<file path="config.mk">
export PLATFORM = sky130hd
export DESIGN_NAME = im2col_back
export DESIGN_NICKNAME = d
export VERILOG_FILES = /design/src/sv/im2col_pkg.sv /design/src/sv/im2col_back.sv
export SDC_FILE = /design/constraint.sdc
export NUM_CORES = 2
export LEC_CHECK = 0
export ABC_AREA = 1
export BUFFER_PORTS_ARGS = -buffer_cell sky130_fd_sc_hd__buf_4
export CAP_MARGIN = 20
export CORE_MARGIN = 2
export CORE_UTILIZATION = 33
export CTS_BUF_LIST = sky130_fd_sc_hd__clkbuf_2
export CTS_CLUSTER_DIAMETER = 150
export DETAILED_ROUTE_END_ITERATION = 10
export MAX_ROUTING_LAYER = met4
export PLACE_DENSITY = 0.52
export SYNTH_ARGS = -nofsm -noshare
export SYNTH_HDL_FRONTEND = slang
export SYNTH_SLANG_ARGS = --single-unit
</file>
<file path="constraint.sdc">
create_clock -name clk -period 14.7 [get_ports clk]
set_input_delay 0.735 -clock clk [delete_from_list [all_inputs] [get_ports clk]]
set_output_delay 0.735 -clock clk [all_outputs]
set_load 0.02 [all_outputs]
</file>
<file path="src/sv/im2col_pkg.sv">
// ----------------------------------------------------------------------------
// im2col_pkg
// Shared types and constants of the NHWC im2col descriptor generator.
// ----------------------------------------------------------------------------
package im2col_pkg;

  // Default geometry field width and address width
  localparam int DIM_BITS_DEF  = 12;
  localparam int ADDR_BITS_DEF = 32;

  // Offset fields on the result stream
  localparam int OFFSET_BITS = 32;

  // Configuration port
  localparam int CFG_DATA_BITS  = 32;
  localparam int CFG_ADDR_BITS  = 5;
  localparam int CFG_INDEX_BITS = 3;

  localparam logic [CFG_INDEX_BITS-1:0] REG_SOURCE_SIZE        = 3'd0;
  localparam logic [CFG_INDEX_BITS-1:0] REG_OUTPUT_SIZE        = 3'd1;
  localparam logic [CFG_INDEX_BITS-1:0] REG_KERNEL_SIZE        = 3'd2;
  localparam logic [CFG_INDEX_BITS-1:0] REG_STRIDE_YX          = 3'd3;
  localparam logic [CFG_INDEX_BITS-1:0] REG_DILATION_YX        = 3'd4;
  localparam logic [CFG_INDEX_BITS-1:0] REG_PADDING_YX         = 3'd5;
  localparam logic [CFG_INDEX_BITS-1:0] REG_GROUP_COUNT        = 3'd6;
  localparam logic [CFG_INDEX_BITS-1:0] REG_CHANNELS_PER_GROUP = 3'd7;

  // Request kinds decoded by the front end
  typedef enum logic {
    CMD_NEXT    = 1'b0,
    CMD_RESTART = 1'b1
  } cmd_kind_t;

  typedef struct packed {
    cmd_kind_t kind;
  } cmd_t;

  // One copy descriptor
  typedef struct packed {
    logic                   range_error;
    logic                   last;
    logic [OFFSET_BITS-1:0] dst_offset;
    logic                   zero_fill;
    logic [OFFSET_BITS-1:0] src_offset;
  } desc_t;

endpackage

</file>
<file path="src/sv/im2col_back.sv">
// ----------------------------------------------------------------------------
// im2col_back
// Descriptor engine: walk the tap counters and compute source and
// destination offsets through a short multi-cycle sequence.
// ----------------------------------------------------------------------------
module im2col_back #(
  parameter int DIM_BITS  = im2col_pkg::DIM_BITS_DEF,
  parameter int ADDR_BITS = im2col_pkg::ADDR_BITS_DEF
) (
  input  logic                  clk,
  input  logic                  rst,
  input  logic                  cmd_valid,
  output logic                  cmd_ready,
  input  im2col_pkg::cmd_t      cmd,
  input  logic [2*DIM_BITS-1:0] source_size,
  input  logic [2*DIM_BITS-1:0] output_size,
  input  logic [2*DIM_BITS-1:0] kernel_size,
  input  logic [2*DIM_BITS-1:0] stride_yx,
  input  logic [2*DIM_BITS-1:0] dilation_yx,
  input  logic [2*DIM_BITS-1:0] padding_yx,
  input  logic [DIM_BITS-1:0]   group_count,
  input  logic [DIM_BITS-1:0]   channels_per_group,
  output logic                  out_valid,
  input  logic                  out_ready,
  output im2col_pkg::desc_t     desc
);

  localparam int PROD_W = 2 * DIM_BITS;
  localparam int POS_W  = 2 * DIM_BITS + 2;
  localparam int SRC_W  = 4 * DIM_BITS + 1;
  localparam int SAT_W  = (SRC_W > ADDR_BITS + 1) ? SRC_W : ADDR_BITS + 1;
  localparam int EXT_W  = (SAT_W > im2col_pkg::OFFSET_BITS) ? SAT_W : im2col_pkg::OFFSET_BITS;
  localparam int DST_W  = (ADDR_BITS > im2col_pkg::OFFSET_BITS) ? ADDR_BITS
                                                                : im2col_pkg::OFFSET_BITS;
  localparam logic [SAT_W-1:0] SRC_MAX =
    {{(SAT_W - ADDR_BITS){1'b0}}, {ADDR_BITS{1'b1}}};
  localparam logic [ADDR_BITS+1:0] COL_CAP = {2'b01, {ADDR_BITS{1'b0}}};

  typedef enum logic [5:0] {
    ST_IDLE = 6'b000001,
    ST_MUL  = 6'b000010,
    ST_POS  = 6'b000100,
    ST_PIX  = 6'b001000,
    ST_SRC  = 6'b010000,
    ST_EMIT = 6'b100000
  } state_t;

  state_t state;
  state_t state_next;

  // Walk state
  logic [DIM_BITS-1:0]  group_index;
  logic [DIM_BITS-1:0]  out_row;
  logic [DIM_BITS-1:0]  out_col;
  logic [DIM_BITS-1:0]  tap_row;
  logic [DIM_BITS-1:0]  tap_col;
  logic [ADDR_BITS:0]   column_offset;

  // Datapath stage registers
  logic [PROD_W-1:0]    prod_oy;
  logic [PROD_W-1:0]    prod_ky;
  logic [PROD_W-1:0]    prod_ox;
  logic [PROD_W-1:0]    prod_kx;
  logic [PROD_W-1:0]    grp_base;
  logic [PROD_W-1:0]    total_ch;
  logic [DIM_BITS-1:0]  sy_low;
  logic [DIM_BITS-1:0]  sx_low;
  logic                 zero;
  logic [PROD_W-1:0]    pix;
  logic [SRC_W-1:0]     src_sum;

  // Field split
  logic [DIM_BITS-1:0]  src_h, src_w, out_h, out_w, ker_h, ker_w;
  logic [DIM_BITS-1:0]  str_y, str_x, dil_y, dil_x, pad_t, pad_l;

  assign src_h = source_size[2*DIM_BITS-1:DIM_BITS];
  assign src_w = source_size[DIM_BITS-1:0];
  assign out_h = output_size[2*DIM_BITS-1:DIM_BITS];
  assign out_w = output_size[DIM_BITS-1:0];
  assign ker_h = kernel_size[2*DIM_BITS-1:DIM_BITS];
  assign ker_w = kernel_size[DIM_BITS-1:0];
  assign str_y = stride_yx[2*DIM_BITS-1:DIM_BITS];
  assign str_x = stride_yx[DIM_BITS-1:0];
  assign dil_y = dilation_yx[2*DIM_BITS-1:DIM_BITS];
  assign dil_x = dilation_yx[DIM_BITS-1:0];
  assign pad_t = padding_yx[2*DIM_BITS-1:DIM_BITS];
  assign pad_l = padding_yx[DIM_BITS-1:0];

  // Position compare
  logic [POS_W-1:0] sum_y, sum_x;
  logic             zero_y, zero_x;

  always_comb begin
    sum_y  = POS_W'(prod_oy) + POS_W'(prod_ky) - POS_W'(pad_t);
    sum_x  = POS_W'(prod_ox) + POS_W'(prod_kx) - POS_W'(pad_l);
    zero_y = sum_y[POS_W-1] || (sum_y >= POS_W'(src_h));
    zero_x = sum_x[POS_W-1] || (sum_x >= POS_W'(src_w));
  end

  // Counter advance; a zero bound counts as one
  logic [DIM_BITS:0]   bnd_g, bnd_oh, bnd_ow, bnd_kh, bnd_kw;
  logic [DIM_BITS:0]   inc_g, inc_oh, inc_ow, inc_kh, inc_kw;
  logic                wrap_g, wrap_oh, wrap_ow, wrap_kh, wrap_kw;
  logic                last_tap;

  always_comb begin
    bnd_g   = (group_count == '0) ? (DIM_BITS+1)'(1) : {1'b0, group_count};
    bnd_oh  = (out_h == '0) ? (DIM_BITS+1)'(1) : {1'b0, out_h};
    bnd_ow  = (out_w == '0) ? (DIM_BITS+1)'(1) : {1'b0, out_w};
    bnd_kh  = (ker_h == '0) ? (DIM_BITS+1)'(1) : {1'b0, ker_h};
    bnd_kw  = (ker_w == '0) ? (DIM_BITS+1)'(1) : {1'b0, ker_w};
    inc_g   = {1'b0, group_index} + (DIM_BITS+1)'(1);
    inc_oh  = {1'b0, out_row} + (DIM_BITS+1)'(1);
    inc_ow  = {1'b0, out_col} + (DIM_BITS+1)'(1);
    inc_kh  = {1'b0, tap_row} + (DIM_BITS+1)'(1);
    inc_kw  = {1'b0, tap_col} + (DIM_BITS+1)'(1);
    wrap_g  = inc_g >= bnd_g;
    wrap_oh = inc_oh >= bnd_oh;
    wrap_ow = inc_ow >= bnd_ow;
    wrap_kh = inc_kh >= bnd_kh;
    wrap_kw = inc_kw >= bnd_kw;
    last_tap = wrap_g && wrap_oh && wrap_ow && wrap_kh && wrap_kw;
  end

  // Offset saturation
  logic [SAT_W-1:0]     src_ext;
  logic                 src_over;
  logic [SAT_W-1:0]     src_sat;
  logic [EXT_W-1:0]     src_wide;
  logic                 dst_over;
  logic [ADDR_BITS-1:0] dst_sat;
  logic [DST_W-1:0]     dst_wide;
  logic [ADDR_BITS+1:0] col_sum;
  logic [ADDR_BITS:0]   col_next;

  always_comb begin
    src_ext  = SAT_W'(src_sum);
    src_over = !zero && (src_ext > SRC_MAX);
    if (zero) begin
      src_sat = '0;
    end else if (src_over) begin
      src_sat = SRC_MAX;
    end else begin
      src_sat = src_ext;
    end
    src_wide = EXT_W'(src_sat);
    dst_over = column_offset[ADDR_BITS];
    dst_sat  = dst_over ? {ADDR_BITS{1'b1}} : column_offset[ADDR_BITS-1:0];
    dst_wide = DST_W'(dst_sat);
    col_sum  = (ADDR_BITS+2)'(column_offset) + (ADDR_BITS+2)'(channels_per_group);
    col_next = (col_sum > COL_CAP) ? COL_CAP[ADDR_BITS:0] : col_sum[ADDR_BITS:0];
  end

  logic take;
  logic emit;

  assign cmd_ready = (state == ST_IDLE);
  assign take      = cmd_valid && cmd_ready;
  assign emit      = (state == ST_EMIT) && (!out_valid || out_ready);

  always_comb begin
    state_next = state;
    case (state)
      ST_IDLE: if (take) state_next = ST_MUL;
      ST_MUL:  state_next = ST_POS;
      ST_POS:  state_next = ST_PIX;
      ST_PIX:  state_next = ST_SRC;
      ST_SRC:  state_next = ST_EMIT;
      ST_EMIT: if (emit) state_next = ST_IDLE;
      default: state_next = ST_IDLE;
    endcase
  end

  always_ff @(posedge clk) begin
    if (rst) begin
      state         <= ST_IDLE;
      group_index   <= '0;
      out_row       <= '0;
      out_col       <= '0;
      tap_row       <= '0;
      tap_col       <= '0;
      column_offset <= '0;
      out_valid     <= 1'b0;
    end else begin
      state <= state_next;
      if (take && cmd.kind == im2col_pkg::CMD_RESTART) begin
        group_index   <= '0;
        out_row       <= '0;
        out_col       <= '0;
        tap_row       <= '0;
        tap_col       <= '0;
        column_offset <= '0;
      end
      if (emit) begin
        out_valid <= 1'b1;
        // Wrap everything after the final tap, else step the innermost counter
        if (last_tap) begin
          column_offset <= '0;
        end else begin
          column_offset <= col_next;
        end
        tap_col <= wrap_kw ? '0 : inc_kw[DIM_BITS-1:0];
        if (wrap_kw) begin
          tap_row <= wrap_kh ? '0 : inc_kh[DIM_BITS-1:0];
          if (wrap_kh) begin
            out_col <= wrap_ow ? '0 : inc_ow[DIM_BITS-1:0];
            if (wrap_ow) begin
              out_row <= wrap_oh ? '0 : inc_oh[DIM_BITS-1:0];
              if (wrap_oh) begin
                group_index <= wrap_g ? '0 : inc_g[DIM_BITS-1:0];
              end
            end
          end
        end
      end else if (out_ready) begin
        out_valid <= 1'b0;
      end
    end
  end

  // Datapath: one step per state: products, position check, pixel index, source offset
  always_ff @(posedge clk) begin
    case (state)
      ST_MUL: begin
        prod_oy  <= PROD_W'(out_row) * PROD_W'(str_y);
        prod_ky  <= PROD_W'(tap_row) * PROD_W'(dil_y);
        prod_ox  <= PROD_W'(out_col) * PROD_W'(str_x);
        prod_kx  <= PROD_W'(tap_col) * PROD_W'(dil_x);
        grp_base <= PROD_W'(group_index) * PROD_W'(channels_per_group);
        total_ch <= PROD_W'(group_count) * PROD_W'(channels_per_group);
      end
      ST_POS: begin
        sy_low <= sum_y[DIM_BITS-1:0];
        sx_low <= sum_x[DIM_BITS-1:0];
        zero   <= zero_y || zero_x;
      end
      ST_PIX: begin
        pix <= PROD_W'(sy_low) * PROD_W'(src_w) + PROD_W'(sx_low);
      end
      ST_SRC: begin
        src_sum <= SRC_W'(pix) * SRC_W'(total_ch) + SRC_W'(grp_base);
      end
      default: begin
      end
    endcase
  end

  always_ff @(posedge clk) begin
    if (emit) begin
      desc.src_offset  <= src_wide[im2col_pkg::OFFSET_BITS-1:0];
      desc.zero_fill   <= zero;
      desc.dst_offset  <= dst_wide[im2col_pkg::OFFSET_BITS-1:0];
      desc.last        <= last_tap;
      desc.range_error <= src_over || dst_over;
    end
  end

endmodule

</file>
After elaboration in Yosys (flattened, before gate mapping)
Cells that the tools add are included.
{ "op_classes": {"order_cmp": 9, "n_mux": 40, "eq_ne": 8, "n_addsub": 12, "n_mul": 8, "n_reduce_logical": 23, "n_shift": 0, "n_div": 0, "n_bitwise": 0} }
{ "op_table": {"columns": ["op", "count"], "rows": [
  ["$mux W12", 30],
  ["$mul A12 B12 Y24", 7],
  ["$mux W33", 4],
  ["$add A12 B1 Y13 const B", 5],
  ["$ge A13 B12 Y1", 5],
  ["$logic_not A12 Y1", 5],
  ["$ge A26 B12 Y1", 2],
  ["$sub A25 B12 Y26", 2],
  ["$add A24 B24 Y25", 2],
  ["$add A48 B24 Y49", 1],
  ["$gt A49 B32 Y1 const B", 1],
  ["$mul A24 B24 Y48", 1],
  ["$pmux W6 S6", 1],
  ["$add A33 B12 Y34", 1],
  ["$gt A34 B33 Y1 const B", 1],
  ["$mux W32", 1],
  ["$add A24 B12 Y24", 1],
  ["$mux W6", 2],
  ["$logic_and A1 B1 Y1", 8],
  ["$eq A6 B1 Y1 const B", 1],
  ["$eq A6 B2 Y1 const B", 1],
  ["$eq A6 B3 Y1 const B", 1],
  ["$eq A6 B4 Y1 const B", 1],
  ["$eq A6 B5 Y1 const B", 1],
  ["other kinds (8)", 15]
]} }
{ "word_totals": {"ram_bits": 0, "n_memories": 0, "romBits": 0, "output_inout_bits": 69, "input_bits": 173, "reg_bits": 409, "latchBits": 0} }

Longest topological paths before layout
{ "depth": {"word_depth": 9, "depth_mapped": 30, "depth_no_buf": 29} }

Worst setup path before layout
No wires, ideal clock.
{ "synth_timing": {"path_type": "register to register", "from": "reg state[1]", "to": "reg state[0]", "period_less_slack_ns": 15.474, "stages_incl_launch_ff": 6, "required_time_ns": 14.399, "setup_slack_ns": -0.774, "setup_ns": 0.301, "arrival_ns": 15.173, "cell_sequence": "dfxtp_1 inv_1 nor4_1 inv_1 nand3_1 o41ai_1"} }
{ "synth_between": {"elab_chain_len": 4, "word_cells_on_any_way": 12} }
{ "synth_lines": {"columns": ["item", "line", "rtl"], "rows": [
  ["start: declaration", "im2col_back.sv:48", "state_t state;"],
  ["start signal: assignment", "im2col_back.sv:185", "state <= state_next;"],
  ["$eq A6 B6 Y1 / $eq A6 B1 Y1 (equally long branches)", "im2col_back.sv:159, im2col_back.sv:163, im2col_back.sv:157", null],
  ["$logic_and A1 B1 Y1 (on tied branches)", "im2col_back.sv:159, im2col_back.sv:158", null],
  ["$ne A2 B2 Y1 (no source line) / $ne A2 B1 Y1 (equally long branches)", null, null],
  ["$reduce_and A2 Y1 (no source line)", null, null]
]} }
Parallel ways exist; a longest one is shown, timed or not.
A chain may end at the register's enable or synchronous reset.

Final worst setup path
{ "layout_timing": {"from": "reg pix[9]", "to": "reg src_sum[42] (netlist: src_ext[42]) (data pin)"} }
{ "layout_between": {"elab_chain_len": 2} }
{ "layout_lines": {"columns": ["item", "line", "rtl"], "rows": [
  ["start: declaration", "im2col_back.sv:69", "logic [PROD_W-1:0] pix;"],
  ["start signal: assignment", "im2col_back.sv:238", "pix <= PROD_W'(sy_low) * PROD_W'(src_w) + PROD_W'(sx_low);"],
  ["$mul A24 B24 Y48", "im2col_back.sv:241", "src_sum <= SRC_W'(pix) * SRC_W'(total_ch) + SRC_W'(grp_base);"],
  ["$add A48 B24 Y49", "im2col_back.sv:241", null],
  ["end signal: assignment", "im2col_back.sv:241", null],
  ["end: declaration", "im2col_back.sv:70", "logic [SRC_W-1:0] src_sum;"]
]} }
Every way passes these cells.

==> run_results.csv <==
group,metric,value,unit
status,status,"complete, no violations",
final_layout,drive_gt1_share,5.72,%
worst_setup_path,cp-end-kind,"flop",
worst_setup_path,slowest_stage,"edfxtp_1",
worst_hold_path,hold_start,"output_size[11]",
clocking,clockBufferDepth,3,
timing,fmax,0.137,GHz
yosys,synthesis.nets,11700,
clocking,numCtsBuffers,113,
yosys,synthCells,9472,
timing,setup-violations-final,0,
timing,tns,0,ns
global_routing,grt_pass1_vias,63700,
timing,skew,0.250,ns
yosys,yosysUniqueCellTypes,56,
yosys,ys.flop_type,"edfxtp_1",
final_layout,syn_to_final_growth,8.89,%
routing,drtIter0Drc,3414,
yosys,synth_warnings,0,
clocking,path_clk_slew,0.11,ns
clocking,cts_tree,"done",
yosys,ys_seq_area_share,14.8,%
routing,drc,0,
final_layout,num-nets-final,11800,
timing,layout_min_cycle_time,7.32,ns
floorplan,dieArea,235000,sq um
floorplan,dieHeight,485,microns
final_layout,layout_commonest_cell,"inv_1",
placed_design,gp_congestion,0.902,
routing,routed_wl,221000,microns
final_layout,finalNonFillerCells,12800,
timing,period_share,49.8,%
floorplan,row_count,176,
yosys,synthAdderAreaFrac,45.8,%
floorplan,boundaryPins,242,
global_routing,grt_pass1_wl,355000,microns
yosys,synth_compound_area_share,5.20,%
clocking,clock-sinks,409,
worst_setup_path,reg2reg_from,"pix[9]",
routing,vias,59600,
worst_setup_path,cpMostUsedCell,"fa_1",
routing,ant_nets,0,
global_routing,antenna_found_initial,22,
timing,relSlewSlack,23.2,%
worst_hold_path,hold_path.class,"primary input to flop",
timing,rsz0062_at_grt,"false",
final_layout,final_cell_mix,"inv_1 (2651), nand2_1 (2330), fa_1 (1241)",
final_layout,final_util,36.1,%
clocking,clock_latency,1.65,ns
final_layout,design_area,83000,sq um
yosys,synth_edf_count,309,
yosys,muxShareOfSynthArea,0,%
routing,via_per_inst,4.67,
worst_setup_path,startpoint,"pix[9]",
yosys,avgSynthCellArea,8.05,sq um
placed_design,hpwl,180000,microns
clocking,post_cts_resized,0,
clocking,postCtsHoldBufs,68,
yosys,syn-cell-area,76200,sq um
yosys,synth-xor-area-share,3.17,%
clocking,postCtsSetupBuffers,0,
worst_setup_path,slowest_delay,1.08,ns
global_routing,grt_overflow,0,
yosys,yosys.area_share.simple,16.2,%
timing,maxSlewViolCount,0,
worst_setup_path,critPathArrivalTime,8.58,ns
floorplan,core,230000,sq um
floorplan,die_w,485,microns
placed_design,dp_cells,12500,
global_routing,grtUsageTotal,19.7,%
yosys,async_reset_ff_share,0,%
run,drv_cap,0,
worst_setup_path,start_kind,"flop",
placed_design,port_buffers,241,
worst_setup_path,critical_path_class,"flop to flop",
timing,worstMarginPinSlew,1.15,ns
routing,firstDrtPassIters,5,
timing,hold_violations,0,
worst_setup_path,crit_required,15.96,ns
clocking,clockRootBuffer,"clkbuf_2",
worst_setup_path,cp_max_fo,24,
yosys,synth_top_family_by_area,"adder cells",
clocking,h-tree-depth,3,
placed_design,placed_area,81000,sq um
floorplan,start_util,33.1,%
routing,wire_per_inst,17.3,microns
global_routing,grt_max_degree,66,
yosys,ys_ff_latch,409,
## layer usage
layer | share of wire, % | vias to the layer above | GRT usage (%) | wire [microns]
met1 | 44 | 29500 | 24.6 | 96200
met5 | 0 | - | - | 0
li1 | - | 28400 | - | -
met4 | 2.4 | 0 | 5.13 | 5400
met2 | 49 | 1332 | 33.7 | 109000
met3 | 4.8 | 269 | 2.35 | 10600
## area by class of cell
class / instances / area (sq um)
Fill cell: 24100 / 147000
Antenna cell: 27 / 67.6
Clock inverter: 56 / 345
Clock buffer: 151 / 756
Timing Repair Buffer: 363 / 3080
Sequential cell: 409 / 11300
Multi-Input combinational cell: 6077 / 53700
Tap cell: 3026 / 3790
Inverter: 2656 / 9970
## cell usage after synthesis (19+ instances only)
cell type	number	area (sq um)
o21ai_0	159	796
nand4_1	57	357
nand3_1	173	866
nor4_1	35	219
xor2_1	176	1540
dfxtp_1	100	2000
nand2_1	2330	8750
fa_1	1241	24800
ha_1	804	10100
nand3b_1	19	143
inv_1	2651	9950
nor2_1	300	1130
buf_2	20	100
nand3_2	21	210
a31oi_1	33	206
xnor2_1	100	876
nor3_1	48	240
edfxtp_1	309	9280
clkbuf_1	297	1110
a21oi_1	407	2040
o211ai_1	24	180
## stage by stage
step / hold WS [ns] / setup slack [ns]
floorplan: 0.424 / 5.39
global placement: 0.471 / 7.21
detailed placement: 0.481 / 7.18
CTS: 0.000117 / 7.21
global route: 0.0805 / 6.96
finish: 0.139 / 7.38
## kinds of logic after synthesis
group           Yosys count
simple gates           3040
buf+inv                2986
fa+ha+maj              2045
compound gates          716
flops                   409
xor+xnor                276
## flip-flops by register name (all words and copies together) (netlist names)
signal         flops
prod_kx           24
sx_low            12
state              6
group_index       12
tap_row           12
src_ext           49
prod_ky           24
desc              67
prod_oy           24
pix               24
out_col           12
out_valid          1
out_row           12
tap_col           12
sy_low            12
column_offset     33
zero               1
prod_ox           24
grp_base          24
total_ch          24
## final timing paths
path	endpoint	slack, ns	cells past startpoint
hold reg to reg	desc[36]	0.41	1
hold / removal	out_col[11]	0.14	10
setup reg to reg	src_ext[42]	7.38	27
setup / recovery	src_ext[42]	7.38	27
## critical path: cells and delay by family (launching register included)
kind / cells / cell delay (ns)
buffers and inverters: 6 / 0.36
AO/OA/AOI/OAI: 6 / 1.15
adder cells (fa/ha/maj): 8 / 3.81
AND/OR/NAND/NOR: 7 / 0.71
flip-flops: 1 / 1.08
Power is not shown: default switching activity piles up to over one toggle a cycle in this logic, so the estimate is an artifact.
