### src/sv/im2col_pkg.sv
// ----------------------------------------------------------------------------
// im2col_pkg
// Shared types and constants of the NHWC im2col descriptor generator.
// ----------------------------------------------------------------------------
package im2col_pkg;

  // Default geometry field width and address width
  localparam int DIM_BITS_DEF  = 12;
  localparam int ADDR_BITS_DEF = 32;

  // Offset fields on the result stream
  localparam int OFFSET_BITS = 32;

  // Configuration port
  localparam int CFG_DATA_BITS  = 32;
  localparam int CFG_ADDR_BITS  = 5;
  localparam int CFG_INDEX_BITS = 3;

  localparam logic [CFG_INDEX_BITS-1:0] REG_SOURCE_SIZE        = 3'd0;
  localparam logic [CFG_INDEX_BITS-1:0] REG_OUTPUT_SIZE        = 3'd1;
  localparam logic [CFG_INDEX_BITS-1:0] REG_KERNEL_SIZE        = 3'd2;
  localparam logic [CFG_INDEX_BITS-1:0] REG_STRIDE_YX          = 3'd3;
  localparam logic [CFG_INDEX_BITS-1:0] REG_DILATION_YX        = 3'd4;
  localparam logic [CFG_INDEX_BITS-1:0] REG_PADDING_YX         = 3'd5;
  localparam logic [CFG_INDEX_BITS-1:0] REG_GROUP_COUNT        = 3'd6;
  localparam logic [CFG_INDEX_BITS-1:0] REG_CHANNELS_PER_GROUP = 3'd7;

  // Request kinds decoded by the front end
  typedef enum logic {
    CMD_NEXT    = 1'b0,
    CMD_RESTART = 1'b1
  } cmd_kind_t;

  typedef struct packed {
    cmd_kind_t kind;
  } cmd_t;

  // One copy descriptor
  typedef struct packed {
    logic                   range_error;
    logic                   last;
    logic [OFFSET_BITS-1:0] dst_offset;
    logic                   zero_fill;
    logic [OFFSET_BITS-1:0] src_offset;
  } desc_t;

endpackage

### src/sv/im2col_front.sv
// ----------------------------------------------------------------------------
// im2col_front
// Request intake: decode each word into a command and hold it in a
// two-entry queue until the descriptor engine takes it.
// ----------------------------------------------------------------------------
module im2col_front (
  input  logic               clk,
  input  logic               rst,
  input  logic               in_valid,
  output logic               in_ready,
  input  logic               in_restart,
  output logic               cmd_valid,
  input  logic               cmd_ready,
  output im2col_pkg::cmd_t   cmd
);

  im2col_pkg::cmd_t entries [2];
  logic             wr_ptr;
  logic             rd_ptr;
  logic [1:0]       count;
  logic             push;
  logic             pop;
  im2col_pkg::cmd_t incoming;

  always_comb begin
    incoming.kind = in_restart ? im2col_pkg::CMD_RESTART : im2col_pkg::CMD_NEXT;
  end

  assign in_ready  = (count != 2'd2);
  assign cmd_valid = (count != 2'd0);
  assign cmd       = entries[rd_ptr];
  assign push      = in_valid && in_ready;
  assign pop       = cmd_valid && cmd_ready;

  always_ff @(posedge clk) begin
    if (push) begin
      entries[wr_ptr] <= incoming;
    end
  end

  always_ff @(posedge clk) begin
    if (rst) begin
      wr_ptr <= 1'b0;
      rd_ptr <= 1'b0;
      count  <= 2'd0;
    end else begin
      if (push) begin
        wr_ptr <= ~wr_ptr;
      end
      if (pop) begin
        rd_ptr <= ~rd_ptr;
      end
      case ({push, pop})
        2'b10:   count <= count + 2'd1;
        2'b01:   count <= count - 2'd1;
        default: count <= count;
      endcase
    end
  end

endmodule

### config.mk
export PLATFORM = sky130hd
export DESIGN_NAME = im2col_front
export DESIGN_NICKNAME = d
export VERILOG_FILES = /design/src/sv/im2col_pkg.sv /design/src/sv/im2col_front.sv
export SDC_FILE = /design/constraint.sdc
export NUM_CORES = 1
export LEC_CHECK = 0
export BUFFER_PORTS_ARGS = -buffer_cell sky130_fd_sc_hd__buf_2
export CAP_MARGIN = 10
export CORE_AREA = 2 2 39 41
export DETAILED_ROUTE_END_ITERATION = 6
export DIE_AREA = 0 0 41 43
export MAX_ROUTING_LAYER = met4
export SETUP_SLACK_MARGIN = 0.4
export SYNTH_ARGS = -nofsm -noshare
export SYNTH_HDL_FRONTEND = slang
export SYNTH_SLANG_ARGS = --single-unit
export TNS_END_PERCENT = 20
### constraint.sdc
create_clock -name clk -period 1.5 [get_ports clk]
set_input_delay 0.15 -clock clk [delete_from_list [all_inputs] [get_ports clk]]
set_output_delay 0.15 -clock clk [all_outputs]
set_load 0.005 [all_outputs]
; Word-level counts from Yosys, hierarchy flattened
; Memory sizes are Yosys's and may differ from the RTL's. A register that Yosys moved wholly into a read port is not among the register bits.
; Cells that the tools add are included.
[op_classes]
n_addsub = 2
eq_ne = 3
n_mux = 6
bitwise = 2
n_reduce_logical = 4
[op_table]
columns = operator, count
row1 = two-way mux 1 bit, 5
row2 = one-hot mux 2 bit (2 select lines), 1
row3 = nonzero test 2 bit, 2
row4 = adder 2 x 1 -> 2 bit (second input constant), 1
row5 = equality test 2 x 1 -> 1 bit (second input constant), 1
row6 = equality test 2 bit (second input constant), 1
row7 = logical AND 1 bit, 2
row8 = inequality test 2 bit (second input constant), 1
row9 = inverter 1 bit, 2
row10 = subtractor 2 x 1 -> 2 bit (second input constant), 1
[totals]
regBits = 4
ram_bits = 2
inputBits = 5
out_inout_bits = 3
word_cells = 21
n_memories = 1
[mem_list]
columns = name, depth, width, read_ports, rd_ports_with_merged_regs, write_ports, line
row1 = entries, 2, 1, 1, 1, 1, im2col_front.sv:17  ; im2col_pkg::cmd_t entries [2];

; Logic depth before layout (Yosys ltp)
; Gate-level depths: netlist of run 1.
[logic_depth]
depth_word = 4
ltp_mapped = 6
mapped_depth_nobuf = 6

; Least setup slack after synthesis of run 1
; No wires, ideal clock.
[synth_path]
path_kind = register to register
from = register count[0]
to = register count[1]
setup_ps = 70
arrival_ps = 1417
required_time_ps = 1430
setup_slack_ps = 14
stages_incl_launch_ff = 6
path_buffers = 0
period_less_slack_ps = 1486
cell_sequence = dfxtp_1 -> nand2b_1 -> nand2_1 -> ha_1 -> or3_1 -> a21oi_1
[synth_via]
elab_chain_cells = 4
elab_cells_between_ends = 10
classes_between = add/sub (2) / eq/ne (3) / mux (1) / reduce/logical (4)
[synth_rtl]
columns = item, line
row1 = from (decl), im2col_front.sv:20  ; logic [1:0] count;
row2 = from (signal assigned), im2col_front.sv:54  ; 2'b10: count <= count + 2'd1;
row3 = from (signal assigned), im2col_front.sv:55  ; 2'b01: count <= count - 2'd1;
row4 = from (signal assigned), im2col_front.sv:56  ; default: count <= count;
row5 = inequality test 2 bit (*), im2col_front.sv:29  ; assign in_ready = (count != 2'd2);
row6 = net in_ready, im2col_front.sv:10  ; output logic in_ready,
row7 = logical AND 1 bit (*), im2col_front.sv:32  ; assign push = in_valid && in_ready;
row8 = equality test 2 x 1 -> 1 bit or equality test 2 bit (tied branches), im2col_front.sv:53  ; case ({push, pop})
row9 = one-hot mux 2 bit (2 select lines) or nonzero test 2 bit (tied branches), -
; Mark *: on every way through the listed nets, which the timed path passes. The rest lies on a longest branch.
; A chain may end at the register's enable or synchronous reset.

; Worst setup path in the final report of run 1
[layout_path]
from = register count[0]
to = register count[1]
[layout_via]
elab_chain_cells = 4
elab_cells_between_ends = 10
classes_between = add/sub (2) / eq/ne (3) / mux (1) / reduce/logical (4)
[layout_rtl]
columns = item, line
row1 = nonzero test 2 bit (*), im2col_front.sv:30  ; assign cmd_valid = (count != 2'd0);
row2 = logical AND 1 bit (*), im2col_front.sv:33  ; assign pop = cmd_valid && cmd_ready;
row3 = net pop, im2col_front.sv:22  ; logic pop;
row4 = equality test 2 x 1 -> 1 bit or equality test 2 bit (tied branches), im2col_front.sv:53
row5 = one-hot mux 2 bit (2 select lines) or nonzero test 2 bit (tied branches), -
; Marked as above.

==> results of run 1 <==
==> timing repair <==
| action | 4_1_cts | 5_1_grt |
|---|---|---|
| pin swaps | 2 | 1 |
| setup buffers | 3 | 0 |
| hold buffers | 0 | 0 |
| setup endpoints to repair | 4 | 4 |
| resized for setup | 3 | 0 |
==> kinds of logic (layout without fill, tap and decap cells) <==
kind of cell / after synthesis / count (layout) / share of synthesized area, %
AO/OA/AOI/OAI: 5 / 5 / 11.1
adder cells (fa/ha/maj): 1 / 1 / 4.25
flip-flops: 7 / 7 / 54.5
multiplexers: 1 / 1 / 3.83
AND/OR/NAND/NOR: 9 / 9 / 16.2
buffers and inverters: 1 / 15 / 1.28
XOR/XNOR: 3 / 3 / 8.94
==> power groups by stage <==
stage	Clock [mW]	Combinational [mW]	Sequential, mW
after floorplan	0	0.211	0.308
after global placement	0	0.272	0.318
after detailed placement	0	0.273	0.318
after CTS	0.175	0.363	0.314
after global routing	0.193	0.411	0.322
final	0.177	0.360	0.315
==> cells in the mapped netlist, drive strengths merged <==
cell / count / area (sq um)
a21oi: 2 / 10.0
o21a: 1 / 7.51
nand2b: 1 / 6.26
or2: 1 / 6.26
or3: 1 / 6.26
xnor2: 2 / 17.5
o21ai: 1 / 5.00
a21bo: 1 / 10.0
inv: 1 / 3.75
mux2: 1 / 11.3
nand3b: 1 / 7.51
and3: 1 / 6.26
dfxtp: 5 / 100
ha: 1 / 12.5
edfxtp: 2 / 60.1
nor2: 3 / 11.3
xor2: 1 / 8.76
nand2: 1 / 3.75
==> area by class of cell <==
type / count / area, sq um / share of cell area [%]
flip-flops and latches: 7 / 165 / 38.8
repair buffers: 10 / 57.6 / 13.5
clock buffers: 4 / 26.3 / 6.18
multi-input cells: 19 / 153 / 35.9
well taps: 16 / 20.0 / 4.71
inverters: 1 / 3.75 / 0.882
==> per-layer routing <==
layer	vias up	track usage (%)	share of wire (%)
met2	6	9.06	46
li1	123	-	-
met3	4	4.71	5.6
met5	-	-	0
met4	0	12.0	4.6
met1	96	7.49	43
==> path summary, 6_finish.rpt <==
kind	slack, ns	endpoint	depth (start not counted)	from
setup / recovery	0.15	count[1]	5	count[0]
hold / removal	0.08	entries[0]	1	in_restart
setup reg to reg	0.15	count[1]	5	count[0]
hold reg to reg	0.52	count[1]	2	count[1]
==> metrics by stage <==
stage | worst slack (ns) | instances | total power, mW
2_1_floorplan | 0.137 | 27 | 0.518
3_3_place_gp | 0.0909 | 50 | 0.590
3_5_place_dp | 0.0727 | 50 | 0.591
4_1_cts | 0.151 | 57 | 0.852
5_1_grt | 0.0755 | 57 | 0.926
6_report | 0.146 | 57 | 0.852
==> worst register-to-register path: stages, from the launching register on <==
cell	delay, ns
dfxtp_4	0.35
o21a_1	0.22
ha_4	0.16
xnor2_1	0.12
or3_1	0.30
a21oi_1	0.12
==> impl_metrics.env, run 1 <==
export IMPL_via_per_inst=4.02
export IMPL_antenna_found_initial=0
export IMPL_final_core_util_pct=30.7
export IMPL_power_density_nw_per_um2=2000
export IMPL_syn_inst=27
export IMPL_p_int_uw=592
export IMPL_required_ns=1.68
export IMPL_skew_ns=0.00130
export IMPL_critical_path_peak_fanout=4
export IMPL_cts_root_buf="clkbuf_4"
export IMPL_diodes=0
export IMPL_grt_pass1_vias=194
export IMPL_p_seq_share_pct=36.9
export IMPL_detail_route_antenna_nets=0
export IMPL_drt_wl_total_um=497
export IMPL_post_drt_wl_per_cell_um=8.72
export IMPL_die_area_sq_um=1760
export IMPL_ys_types=18
export IMPL_peakVddDrop_mv=0.493
export IMPL_final_setup_tns_ns=0
export IMPL_period_minus_slack_ns=1.35
export IMPL_path_buf_inv=0
export IMPL_max_slew_margin_pct=88.6
export IMPL_fp_dieW_um=41
export IMPL_die_h_um=43
export IMPL_place_area_sq_um=359
export IMPL_ios=8
export IMPL_grt_usage_pct=8.16
export IMPL_cap_violations=0
export IMPL_crit_family="flip-flops"
export IMPL_tightest_slew_ns=0.169
export IMPL_rsz0062_at_grt="true"
export IMPL_finalInstanceArea_sq_um=425
export IMPL_fmax_ghz=0.739
export IMPL_yosysWarnings=0
export IMPL_ctsHtreeMaxLevel=1
export IMPL_dr_total_vias=229
export IMPL_finalHoldViolations=0
export IMPL_switchingPower_uw=260
export IMPL_numCtsBuffers=3
export IMPL_drive_above_1_share_pct=51.2
export IMPL_clk_pin_slew_ns=0.05
export IMPL_status="complete, no violations"
export IMPL_whs_ns=0.0828
export IMPL_grt_pass1_wl_um=800
export IMPL_clock_latency_ns=0.26
export IMPL_power_frac_comb_pct=42.3
export IMPL_io_buffers=7
export IMPL_switching_share_pct=30.5
export IMPL_clockBufferDepth=2
export IMPL_synth_seq_cells=7
export IMPL_endpoint_kind="flip-flop"
export IMPL_critical_path_class="flip-flop to flip-flop"
export IMPL_drtIter0Drc=0
export IMPL_final_nets=48
export IMPL_layout_commonest_cell="buf_2"
export IMPL_p_clk_share_pct=20.8
export IMPL_cp_slowest_stage_delay_ns=0.35
export IMPL_netlist_area_sq_um=294
export IMPL_clock_sinks=7
export IMPL_slew_violations=0
export IMPL_cp_data_arrival_time_ns=1.54
export IMPL_syn_num_nets=33
export IMPL_setup_viol=0
export IMPL_syn_to_final_growth_pct=44.7
export IMPL_setup_worst_path_start_class="flip-flop"
export IMPL_grt_max_degree=6
export IMPL_leakagePower_nw=0.182
export IMPL_core_sq_um=1380
export IMPL_cpMaxStageDelayCell="dfxtp_4"
export IMPL_drc=0
export IMPL_cp_cell_sequence="o21a_1 -> ha_4 -> xnor2_1 -> or3_1 -> a21oi_1"
export IMPL_cts_tree="yes"
export IMPL_routabilityCongestion=0.571
export IMPL_fin_crit_sh_pct=90.2
export IMPL_num_rows=14
export IMPL_ys_seq_area_share_pct=54.5
export IMPL_nFillCells=148
export IMPL_overflow=0
export IMPL_dr_pass1_iters=1
export IMPL_hold_class="input pin to flip-flop"
export IMPL_final_cell_mix="buf_2 (7), nor2_1 (3), dfxtp_1 (3), clkbuf_4 (3), buf_4 (3)"
export IMPL_start_util_pct=21.2
export IMPL_synth_avg_cell_area_sq_um=10.9
Note: power is estimated with default switching activity, not from simulation.
==> inputs of run 2 (changes only) <==
--- a/config.mk
+++ b/config.mk
@@ -7,3 +7,2 @@
 export LEC_CHECK = 0
-export BUFFER_PORTS_ARGS = -buffer_cell sky130_fd_sc_hd__buf_2
 export CAP_MARGIN = 10
@@ -12,2 +11,3 @@
 export DIE_AREA = 0 0 41 43
+export DONT_BUFFER_PORTS = 1
 export MAX_ROUTING_LAYER = met4
==> constraint.sdc (replaced) <==
create_clock -name clk -period 1.5 [get_ports clk]
set_input_delay 0.3 -clock clk [delete_from_list [all_inputs] [get_ports clk]]
set_output_delay 0.3 -clock clk [all_outputs]
set_load 0.005 [all_outputs]
==> run 2 against run 1 <==
  * First-iteration DRC count up 2
  * Flip-flop and latch count unchanged
  * Critical path depth up 1
  * Critical path type unchanged
  * Fmax about the same
  * Critical endpoint unchanged
  * Combinational power down 4%
  * Largest cell class unchanged
  * Sequential power up 2%
  * Die area unchanged
  * Total power down 0.92%
==> impl_metrics.env, run 2 (synthesized netlist as in run 1, its figures left out) <==
export IMPL_setup_worst_path_start_class="flip-flop"
export IMPL_num_rows=14
export IMPL_cts_root_buf="clkbuf_4"
export IMPL_final_cell_mix="nor2_1 (3), dfxtp_1 (3), clkbuf_4 (3), buf_4 (3)"
export IMPL_worstRegToRegCells=6
export IMPL_io_buffers=0
export IMPL_endpoint_kind="flip-flop"
export IMPL_leakagePower_nw=0.158
export IMPL_critical_path_peak_fanout=5
export IMPL_die_h_um=43
export IMPL_fin_crit_sh_pct=90.2
export IMPL_fp_dieW_um=41
export IMPL_tightest_slew_ns=0.180
export IMPL_dp_slack_ns=0.0592
export IMPL_required_ns=1.69
export IMPL_hp_start="rst"
export IMPL_start_util_pct=21.2
export IMPL_via_per_inst=4.20
export IMPL_dpl_hpwl_um=363
export IMPL_diodes=0
export IMPL_hold_buffers=0
export IMPL_max_slew_margin_pct=87.9
export IMPL_grt_pass1_vias=226
export IMPL_rsz0062_at_grt="true"
export IMPL_finalHoldViolations=0
export IMPL_setup_viol=0
export IMPL_antenna_found_initial=0
export IMPL_core_sq_um=1380
export IMPL_grt_usage_pct=8.56
export IMPL_routabilityCongestion=0.578
export IMPL_dr_total_vias=210
export IMPL_hold_class="input pin to flip-flop"
export IMPL_status="complete, no violations"
export IMPL_worstHoldEndpoint="count[1]"
export IMPL_cap_violations=0
export IMPL_r2r_end="count[1]"
export IMPL_cts_tree="yes"
export IMPL_finalWorstSetupSlack_ns=0.148
export IMPL_ctsHtreeMaxLevel=1
export IMPL_drtIter0Drc=2
export IMPL_cp_data_arrival_time_ns=1.54
export IMPL_period_minus_slack_ns=1.35
export IMPL_peakVddDrop_mv=0.397
export IMPL_r2r_slack_ns=0.15
export IMPL_overflow=0
export IMPL_die_area_sq_um=1760
export IMPL_grt_max_degree=6
export IMPL_power_density_nw_per_um2=2090
export IMPL_clock_latency_ns=0.26
export IMPL_final_nets=41
export IMPL_final_setup_tns_ns=0
export IMPL_drt_wl_total_um=567
export IMPL_dr_pass1_iters=3
export IMPL_clk_pin_slew_ns=0.06
export IMPL_hold_path_depth=1
export IMPL_drive_above_1_share_pct=44.1
export IMPL_critical_path_class="flip-flop to flip-flop"
export IMPL_slew_violations=0
export IMPL_grt_pass1_wl_um=903
export IMPL_clock_sinks=7
export IMPL_r2r_start="count[0]"
export IMPL_whs_ns=0.0972
export IMPL_detail_route_antenna_nets=0
export IMPL_drc=0
export IMPL_clockBufferDepth=2
export IMPL_numCtsBuffers=3
export IMPL_syn_to_final_growth_pct=37.0
export IMPL_fmax_ghz=0.739
export IMPL_post_drt_wl_per_cell_um=11.3
export IMPL_nFillCells=152
export IMPL_ios=8
export IMPL_skew_ns=0.00430
[run 2: worst max-delay path by stage]
stage | startpoint | endpoint | slack [ns] | cells after the start
floorplan | count[0] | count[1] | 0.14 | 4
global placement | count[0] | count[1] | 0.09 | 5
detailed placement | count[0] | count[1] | 0.06 | 5
CTS | count[1] | count[1] | 0.13 | 5
global route | count[0] | count[1] | 0.09 | 6
finish | count[0] | count[1] | 0.15 | 6
[run 2: through the flow]
stage	area [sq um]	util (%)	std cells	total power [mW]
2_1_floorplan	304	-	27	0.518
3_3_place_gp	324	23.4	43	0.547
3_5_place_dp	324	23.4	43	0.556
4_1_cts	395	28.6	50	0.821
5_1_grt	403	29.1	50	0.896
6_report	403	29.1	50	0.844
[run 2: final cells by class]
type	instances	area, sq um	share of cell area (%)
clock buffer	4	26.3	6.52
multi-input combinational	19	165	41.0
sequential	7	165	41.0
inverter	1	3.75	0.932
timing repair buffer	3	22.5	5.59
tap	16	20.0	4.97
[run 2: routing by layer]
layer	vias to the layer above	part of all wire (%)	track usage, %
met5	-	0	-
met4	0	3.4	8.00
met3	2	7.9	4.71
met2	6	47	11.6
met1	95	41	8.09
li1	107	-	-
[run 2: worst max-delay path, cell delays in order, from the launching register on]
cell and delay [ns]:
dfxtp_4 0.36, nand2b_4 0.16, nand2_4 0.06, ha_4 0.15, xnor2_1 0.12, or3_1 0.31
a21oi_1 0.12
[run 2: where the power goes]
part	leakage [nW]	switching (mW)	total [mW]	internal, mW
Clock	0.0150	0.0770	0.179	0.102
Combinational	0.0820	0.140	0.344	0.204
Sequential	0.0610	0.0519	0.321	0.269
Total	0.158	0.269	0.844	0.575
[run 2: repair_timing]
action	4_1_cts	5_1_grt
pin swaps	5	3
setup endpoints to repair	4	6
gates cloned	0	0
buffers inserted	3	0
resized for setup	5	1
==> inputs of run 3 (changes only) <==
==> constraint.sdc (replaced) <==
create_clock -name clk -period 1.5 [get_ports clk]
set_input_delay 0.15 -clock clk [delete_from_list [all_inputs] [get_ports clk]]
set_output_delay 0.15 -clock clk [all_outputs]
set_load 0.005 [all_outputs]
==> run 3 against run 2 <==
  * The run now ends with negative hold slack left
  * First-iteration DRC count unchanged
  * Global-route usage unchanged
  * Clock skew about the same
  * Highest routed layer unchanged
  * Critical endpoint unchanged
==> impl_metrics.env, run 3 (synthesized netlist as in run 1, its figures left out) <==
export IMPL_overflow=0
export IMPL_cpMaxStageDelayCell="dfxtp_4"
export IMPL_ctsHtreeMaxLevel=1
export IMPL_syn_to_final_growth_pct=40.4
export IMPL_endpoint_kind="flip-flop"
export IMPL_fin_cells=51
export IMPL_final_cell_mix="nor2_1 (3), dfxtp_1 (3), clkbuf_4 (3), buf_4 (3)"
export IMPL_grt_usage_pct=8.56
export IMPL_fp_dieW_um=41
export IMPL_die_h_um=43
export IMPL_drtIter0Drc=2
export IMPL_cp_data_arrival_time_ns=1.54
export IMPL_power_density_nw_per_um2=2050
export IMPL_clock_sinks=7
export IMPL_post_drt_wl_per_cell_um=11.1
export IMPL_cap_violations=0
export IMPL_drt_wl_total_um=565
export IMPL_required_ns=1.69
export IMPL_diodes=0
export IMPL_grt_pass1_vias=224
export IMPL_p_clk_share_pct=21.2
export IMPL_detail_route_antenna_nets=0
export IMPL_slew_violations=0
export IMPL_finalHoldViolations=5
export IMPL_power_frac_comb_pct=40.9
export IMPL_final_nets=42
export IMPL_cp_cell_sequence="nand2b_4 -> nand2_4 -> ha_4 -> xnor2_1 -> or3_1 -> a21oi_1"
export IMPL_drive_above_1_share_pct=42.9
export IMPL_p_total_uw=846
export IMPL_p_seq_share_pct=37.9
export IMPL_io_buffers=0
export IMPL_clockBufferDepth=2
export IMPL_critical_path_class="flip-flop to flip-flop"
export IMPL_switchingPower_uw=269
export IMPL_dpl_cell_count=43
export IMPL_cp_slowest_stage_delay_ns=0.36
export IMPL_rsz0062_at_grt="true"
export IMPL_cts_tree="yes"
export IMPL_setup_worst_path_start_class="flip-flop"
export IMPL_grt_max_degree=6
export IMPL_setup_viol=0
export IMPL_dr_total_vias=214
export IMPL_max_slew_margin_pct=87.9
export IMPL_die_area_sq_um=1760
export IMPL_peakVddDrop_mv=0.397
export IMPL_hold_class="input pin to flip-flop"
export IMPL_tightest_slew_ns=0.180
export IMPL_final_setup_tns_ns=0
export IMPL_start_util_pct=21.2
export IMPL_final_core_util_pct=29.8
export IMPL_violations="negative hold slack"
export IMPL_dpl_hpwl_um=363
export IMPL_fmax_ghz=0.739
export IMPL_grt_pass1_wl_um=903
export IMPL_skew_ns=0.00432
export IMPL_status="finished with violations"
export IMPL_clock_latency_ns=0.26
export IMPL_antenna_found_initial=0
export IMPL_num_rows=14
export IMPL_ios=8
export IMPL_dr_pass1_iters=2
export IMPL_cts_root_buf="clkbuf_4"
export IMPL_critical_path_peak_fanout=5
export IMPL_whs_ns=-0.0531
export IMPL_core_sq_um=1380
export IMPL_numCtsBuffers=3
export IMPL_fin_crit_sh_pct=90.2
export IMPL_period_minus_slack_ns=1.35
export IMPL_drc=0
export IMPL_leakagePower_nw=0.162
export IMPL_routabilityCongestion=0.578
export IMPL_p_int_uw=576
export IMPL_clk_pin_slew_ns=0.06
export IMPL_via_per_inst=4.20
export IMPL_hold_buffers=1
export IMPL_switching_share_pct=31.9
[run 3: changes by cell type in the layout (fill, tap and decap cells not counted)]
cell,before,now
dlygate4sd3_1,0,1
[run 3: layout make-up]
class                      instances  area, sq um
multi-input combinational         19          165
tap                               16         20.0
clock buffer                       4         26.3
sequential                         7          165
fill                             151          971
inverter                           1         3.75
timing repair buffer               4         32.5
[run 3: path summary, 6_finish.rpt]
check	start	end	slack [ns]	cells past startpoint
worst max register to register	count[0]	count[1]	0.15	6
worst min-delay path	rst	count[1]	-0.05	1
worst max-delay path	count[0]	count[1]	0.15	6
worst min register to register	count[1]	count[1]	0.53	2
[run 3: power groups by stage]
stage | logic, mW | registers, mW | clock network [mW]
after floorplan | 0.211 | 0.308 | 0
after global placement | 0.230 | 0.317 | 0
after detailed placement | 0.236 | 0.320 | 0
after CTS | 0.330 | 0.313 | 0.180
after global routing | 0.385 | 0.329 | 0.184
final | 0.346 | 0.321 | 0.179
[run 3: layer usage]
metal  track usage (%)  routed length [um]
met4              8.00                  19
met1              8.09                 236
met5                 -                   0
met2              11.6                 264
met3              4.71                  45
[run 3: what timing repair did]
item,in CTS,in global routing
pin swaps,5,3
setup endpoints to repair,2,5
buffers inserted,3,0
resized for setup,5,1
endpoints found under the hold margin,7,5
[run 3: stage by stage]
step,instance area (sq um),setup slack [ns]
after floorplan,304,0.137
after detailed placement,324,0.0592
after global placement,324,0.0905
after global routing,413,0.0938
after CTS,405,0.127
final,413,0.148
[run 3: critical path: cells and delay by family, from the launching register on]
kind	cells	cell delay (ns)
AO/OA/AOI/OAI	1	0.12
flip-flops	1	0.36
XOR/XNOR	1	0.12
adder cells (fa/ha/maj)	1	0.15
AND/OR/NAND/NOR	3	0.53
